<file path="config.mk">
export PLATFORM = sky130hd
export DESIGN_NAME = cfc_parser
export DESIGN_NICKNAME = d
export VERILOG_FILES = /design/src/rtl/cfc_pkg.sv /design/src/rtl/cfc_parser.sv
export SDC_FILE = /design/constraint.sdc
export NUM_CORES = 1
export LEC_CHECK = 0
export ABC_AREA = 1
export BUFFER_PORTS_ARGS = -buffer_cell sky130_fd_sc_hd__buf_2
export CORE_ASPECT_RATIO = 0.8
export CORE_MARGIN = 2
export CORE_UTILIZATION = 39
export DETAILED_ROUTE_END_ITERATION = 12
export SLEW_MARGIN = 10
export SYNTH_ARGS = -nofsm -noshare
export SYNTH_HDL_FRONTEND = slang
export SYNTH_SLANG_ARGS = --single-unit
</file>
<file path="constraint.sdc">
create_clock -name clk -period 6.15 [get_ports clk]
set_input_delay 0.9225 -clock clk [delete_from_list [all_inputs] [get_ports clk]]
set_output_delay 0.9225 -clock clk [all_outputs]
set_load 0.02 [all_outputs]
</file>
<file path="src/rtl/cfc_pkg.sv">
// ----------------------------------------------------------------------------
// CRC-32 frame checker package
// Shared types, status codes, frame constants and the byte-wide CRC update.
// ----------------------------------------------------------------------------
`default_nettype none

package cfc_pkg;

  localparam int unsigned HEADER_BYTES    = 12;
  localparam int unsigned CRC_BYTES       = 4;
  localparam int unsigned MIN_FRAME_BYTES = 4 + 4 + 4 + 4;
  localparam int unsigned POS_WIDTH       = 33;

  localparam logic [31:0] CRC_POLY    = 32'hEDB8_8320;
  localparam logic [31:0] CRC_INIT    = 32'hFFFF_FFFF;
  localparam logic [31:0] CRC_XOROUT  = 32'hFFFF_FFFF;
  localparam logic [31:0] VERSION_RST = 32'd1;

  typedef enum logic [1:0] {
    STATUS_OK      = 2'd0,
    STATUS_SHORT   = 2'd1,
    STATUS_VERSION = 2'd2,
    STATUS_CRC     = 2'd3
  } frame_status_t;

  typedef struct packed {
    logic [7:0] data_byte;
    logic       buffer_end;
  } item_t;

  typedef struct packed {
    logic [7:0]         payload_byte;
    logic               frame_done;
    frame_status_t      frame_status;
    logic signed [31:0] message_id;
  } result_t;

  function automatic logic [31:0] crc32_byte(input logic [31:0] crc_in,
                                             input logic [7:0]  data);
    logic [31:0] crc;
    crc = crc_in ^ {24'd0, data};
    for (int k = 0; k < 8; k++) begin
      crc = crc[0] ? ((crc >> 1) ^ CRC_POLY) : (crc >> 1);
    end
    return crc;
  endfunction

endpackage

`default_nettype wire

</file>
<file path="src/rtl/cfc_parser.sv">
// ----------------------------------------------------------------------------
// CRC-32 frame parser
// Holds the frame state, decodes one byte per step and forms its result.
// ----------------------------------------------------------------------------
`default_nettype none

module cfc_parser (
  input  wire logic           clk,
  input  wire logic           rst,
  input  wire logic           step,
  input  wire cfc_pkg::item_t item,
  input  wire logic [31:0]    expected_version,
  output cfc_pkg::result_t    res,
  output logic                res_valid
);
  import cfc_pkg::*;

  logic [POS_WIDTH-1:0] pos, pos_next, pos_inc;
  logic [31:0] version_word, version_word_next;
  logic [31:0] id_word, id_word_next;
  logic [31:0] payload_length, payload_length_next;
  logic [31:0] running_crc, running_crc_next;
  logic [31:0] received_crc, received_crc_next;

  logic [POS_WIDTH-1:0] body_end;
  logic [POS_WIDTH:0]   crc_end;
  logic [POS_WIDTH:0]   need;
  logic [1:0]           crc_lane;
  logic [31:0]          crc_calc;
  logic                 payload_out;
  frame_status_t        status;

  always_comb begin
    body_end = POS_WIDTH'(HEADER_BYTES) + {1'b0, payload_length};
    crc_end  = {1'b0, body_end} + (POS_WIDTH+1)'(CRC_BYTES);
    crc_lane = pos[1:0] - payload_length[1:0];
    crc_calc = crc32_byte(running_crc, item.data_byte);
    pos_inc  = (&pos) ? pos : pos + POS_WIDTH'(1);

    version_word_next   = version_word;
    id_word_next        = id_word;
    payload_length_next = payload_length;
    running_crc_next    = running_crc;
    received_crc_next   = received_crc;
    payload_out         = 1'b0;

    priority if (pos < POS_WIDTH'(HEADER_BYTES)) begin
      priority if (pos < POS_WIDTH'(4)) begin
        version_word_next[pos[1:0]*8 +: 8] = version_word[pos[1:0]*8 +: 8] | item.data_byte;
      end else if (pos < POS_WIDTH'(8)) begin
        id_word_next[pos[1:0]*8 +: 8] = id_word[pos[1:0]*8 +: 8] | item.data_byte;
      end else begin
        payload_length_next[pos[1:0]*8 +: 8] =
          payload_length[pos[1:0]*8 +: 8] | item.data_byte;
      end
      running_crc_next = crc_calc;
    end else if (pos < body_end) begin
      running_crc_next = crc_calc;
      payload_out      = 1'b1;
    end else if ({1'b0, pos} < crc_end) begin
      received_crc_next[crc_lane*8 +: 8] = received_crc[crc_lane*8 +: 8] | item.data_byte;
    end

    need = (POS_WIDTH+1)'(MIN_FRAME_BYTES) + {2'b00, payload_length_next};

    priority if (pos_inc < POS_WIDTH'(MIN_FRAME_BYTES)) begin
      status = STATUS_SHORT;
    end else if (version_word_next != expected_version) begin
      status = STATUS_VERSION;
    end else if ({1'b0, pos_inc} < need) begin
      status = STATUS_SHORT;
    end else if ((running_crc_next ^ CRC_XOROUT) != received_crc_next) begin
      status = STATUS_CRC;
    end else begin
      status = STATUS_OK;
    end

    pos_next = pos_inc;

    res_valid = step && (item.buffer_end || payload_out);
    if (item.buffer_end) begin
      res.payload_byte = 8'd0;
      res.frame_done   = 1'b1;
      res.frame_status = status;
      res.message_id   = (status == STATUS_OK) ? id_word_next : 32'sd0;
    end else begin
      res.payload_byte = item.data_byte;
      res.frame_done   = 1'b0;
      res.frame_status = STATUS_OK;
      res.message_id   = 32'sd0;
    end
  end

  always_ff @(posedge clk) begin
    if (rst || (step && item.buffer_end)) begin
      pos            <= '0;
      version_word   <= '0;
      id_word        <= '0;
      payload_length <= '0;
      running_crc    <= CRC_INIT;
      received_crc   <= '0;
    end else if (step) begin
      pos            <= pos_next;
      version_word   <= version_word_next;
      id_word        <= id_word_next;
      payload_length <= payload_length_next;
      running_crc    <= running_crc_next;
      received_crc   <= received_crc_next;
    end
  end

endmodule

`default_nettype wire

</file>
==> flow_summary_export.csv <==
group,metric,value,unit
run_status,outcome,"complete, but fails checks",
run_status,violations,"setup timing",
synthesis,yosysUniqueCellTypes,57,
detailed_routing,route.detailed.drc,0,
setup_path,crit_top_cell,"nand2_2",
pwr,finalPower,5590,µW
setup_path,cp_max_fo,8,
synthesis,syn_avg_cell_area,5.91,µm²
finish,fin_nets,3827,
setup_path,slowest_stage,"dfxtp_2",
synthesis,yosysWarnings,0,
synthesis,synth_area,19300,µm²
global_routing,grt_overflow,0,
clock_network,clock_latency,0.51,ns
timing,final_max_slew_viol_count,0,
timing,tightest_slew,1.04,ns
pwr,power_leakage,0.0125,µW
floorplan,start_util,39.7,%
synthesis,synth_fp_nets,3418,
setup_path,cp-end-kind,"output port",
detailed_routing,drtIter0Drc,2278,
finish,final_common_cell,"nand2_1",
detailed_routing,ant_nets,0,
clock_network,root_buffer,"clkbuf_16",
setup_path,cp.arrival,6.40,ns
clock_network,cts_tree,"yes",
timing,fmax,0.137,GHz
timing,finClkSkew,0.0182,ns
global_routing,grt_use_total,29.3,%
finish,utilization,51.9,%
setup_path,critPathLaunchType,"flip-flop",
clock_network,clk_pin_slew,0.08,ns
finish,drive_above_1_share,21.5,%
synthesis,yosys.area.top_type,"dfxtp_1",
clock_network,clockBufferDepth,2,
timing,slew_headroom,30.7,%
synthesis,synth-seq-area-share,20.0,%
floorplan,die_w,253,µm
floorplan,coreArea,48600,µm²
synthesis,synth_edf_count,0,
floorplan,die_area,51300,µm²
synthesis,synth_top_area_share,20.0,%
finish,final_cell_mix,"nand2_1, inv_1, buf_4, o21ai_0, a21oi_1",
placement,globalplace.congestion,1.02,
global_routing,grt_max_degree,155,
timing,rsz0062_at_grt,"yes",
synthesis,ys_ff_latch,193,
flow_run,max-cap-violations,0,
global_routing,grt_pass1_wl,116000,µm
placement,port_buffers,87,
clock_network,cts_made_buffers,17,
pwr,powerDensity,222,nW/µm²
finish,area_growth,30.5,%
min_path,hold_path_class,"reg -> reg",
setup_path,path_class,"reg -> out",
timing,setup_viol,34,
synthesis,synthArstFlopShare,0,%
placement,dpl_cell_area,23200,µm²
placement,hpwl,58500,µm
clock_network,cts-htree-levels,4,
floorplan,num_rows,72,
global_routing,antenna_found_initial,0,
placement,preCtsSetupSlack,-0.811,ns
setup_path,required,5.23,ns
finish,design_area,25200,µm²
detailed_routing,wl_per_cell,17.7,µm
synthesis,synth_ff_type,"dfxtp_1",
timing,hold_viol,0,
detailed_routing,totalWireLength,76500,µm
detailed_routing,dr.pass1.iters,6,
synthesis,synth_cells,3264,
clock_network,cts_sinks,193,
timing,post-route-min-period,7.32,ns
detailed_routing,post_drt_via_cell_ratio,5.26,
floorplan,pin_count,88,
synthesis,synthTopCellsByArea,"dfxtp_1, nand2_1, inv_1, o21ai_0, ha_1",
timing,postLayoutSetupSlackWorst,-1.17,ns
timing,fin_crit_sh,119,%
floorplan,dieHeight,203,µm
setup_path,slowest_delay,0.34,ns
global_routing,grt_pass1_vias,20100,
pwr,ir_drop,0.000245,V
detailed_routing,dr_total_vias,22700,
[timing repair]
action                                  in CTS  in global routing
endpoints found under the setup margin      34                 34
gates cloned                                 5                  7
resized for setup                          141                126
pin swaps                                   34                 66
hold buffers                                 0                  0
buffers inserted                            18                 21
[power breakdown]
group / internal (µW) / switching, µW / total [µW]
registers: 1330 / 68.9 / 1400
logic: 1250 / 1790 / 3040
clock network: 534 / 621 / 1150
total: 3110 / 2480 / 5590
[worst paths after layout]
| path | from | to | slack [ns] | depth (start not counted) |
|---|---|---|---|---|
| worst max-delay path | payload_length[3] | res[4] | -1.17 | 43 |
| worst min-delay path | running_crc[25] | running_crc[25] | 0.48 | 2 |
| worst max register to register | payload_length[3] | received_crc[15] | 1.17 | 35 |
| worst min register to register | running_crc[25] | running_crc[25] | 0.48 | 2 |
[cell families (layout without fill, tap and decap cells)]
group	after synthesis	count (layout)	synth area share, %
compound gates	695	695	18.9
xor+xnor	190	190	8.82
fa+ha+maj	110	110	7.17
buf+inv	624	1046	12.5
flops	193	193	20.0
other cells	0	1	0
simple gates	1452	1452	32.5
[worst max-delay path: cells and delay by family, from the launching register on]
| family | cells | cell delay, ns |
|---|---|---|
| buffers and inverters | 10 | 1.27 |
| and+or+nand+nor | 29 | 3.48 |
| adders and majority gates | 2 | 0.47 |
| DFF | 1 | 0.34 |
| xor gates and xnor gates | 2 | 0.28 |
[metal layers]
layer	vias up	share of wire (%)	global-route usage, %
met1	10200	47	43.5
met5	-	0	0
met3	118	9.5	5.78
met4	0	2.7	8.71
met2	963	41	42.2
li1	11400	-	-
[sequential cells by signal, summed over array words and instances, names as in the netlist]
signal          count
id_word            32
payload_length     32
pos                33
received_crc       32
running_crc        32
version_word       32
[cells in the mapped netlist, types with 5 or more instances]
library cell / n
nand2_1: 817
inv_1: 470
o21ai_0: 344
nor2_1: 279
a21oi_1: 267
dfxtp_1: 193
xor2_1: 139
nand3_1: 131
ha_1: 109
clkbuf_1: 104
nand4_1: 64
nor3_1: 53
xnor2_1: 46
nor2_2: 38
nor4_1: 23
o211ai_1: 23
o22ai_1: 20
buf_2: 16
buf_1: 12
nand3b_1: 10
inv_2: 9
a211oi_1: 8
o21ai_1: 8
a22oi_1: 6
nand2_2: 6
buf_4: 5
nor3_2: 5
[layout make-up]
type                       count  area [µm²]
fill                        5029       23400
clock buffer                  19         433
inverter                     483        1830
sequential                   193        3870
clock inverter                13         123
timing repair buffer         531        4400
antenna                        1        2.50
tap                          629         787
multi-input combinational   2447       13700
[per-stage QoR]
| stage | cells | TNS (ns) | hold slack [ns] |
|---|---|---|---|
| floorplan | 3264 | 0 | 0.443 |
| global placement | 4234 | -24.85 | 0.459 |
| detailed placement | 4234 | -25.62 | 0.466 |
| CTS | 4289 | -28.92 | 0.483 |
| global route | 4315 | -48.83 | 0.507 |
| finish | 4316 | -37.66 | 0.477 |
Power figures use the tool's default switching activity.
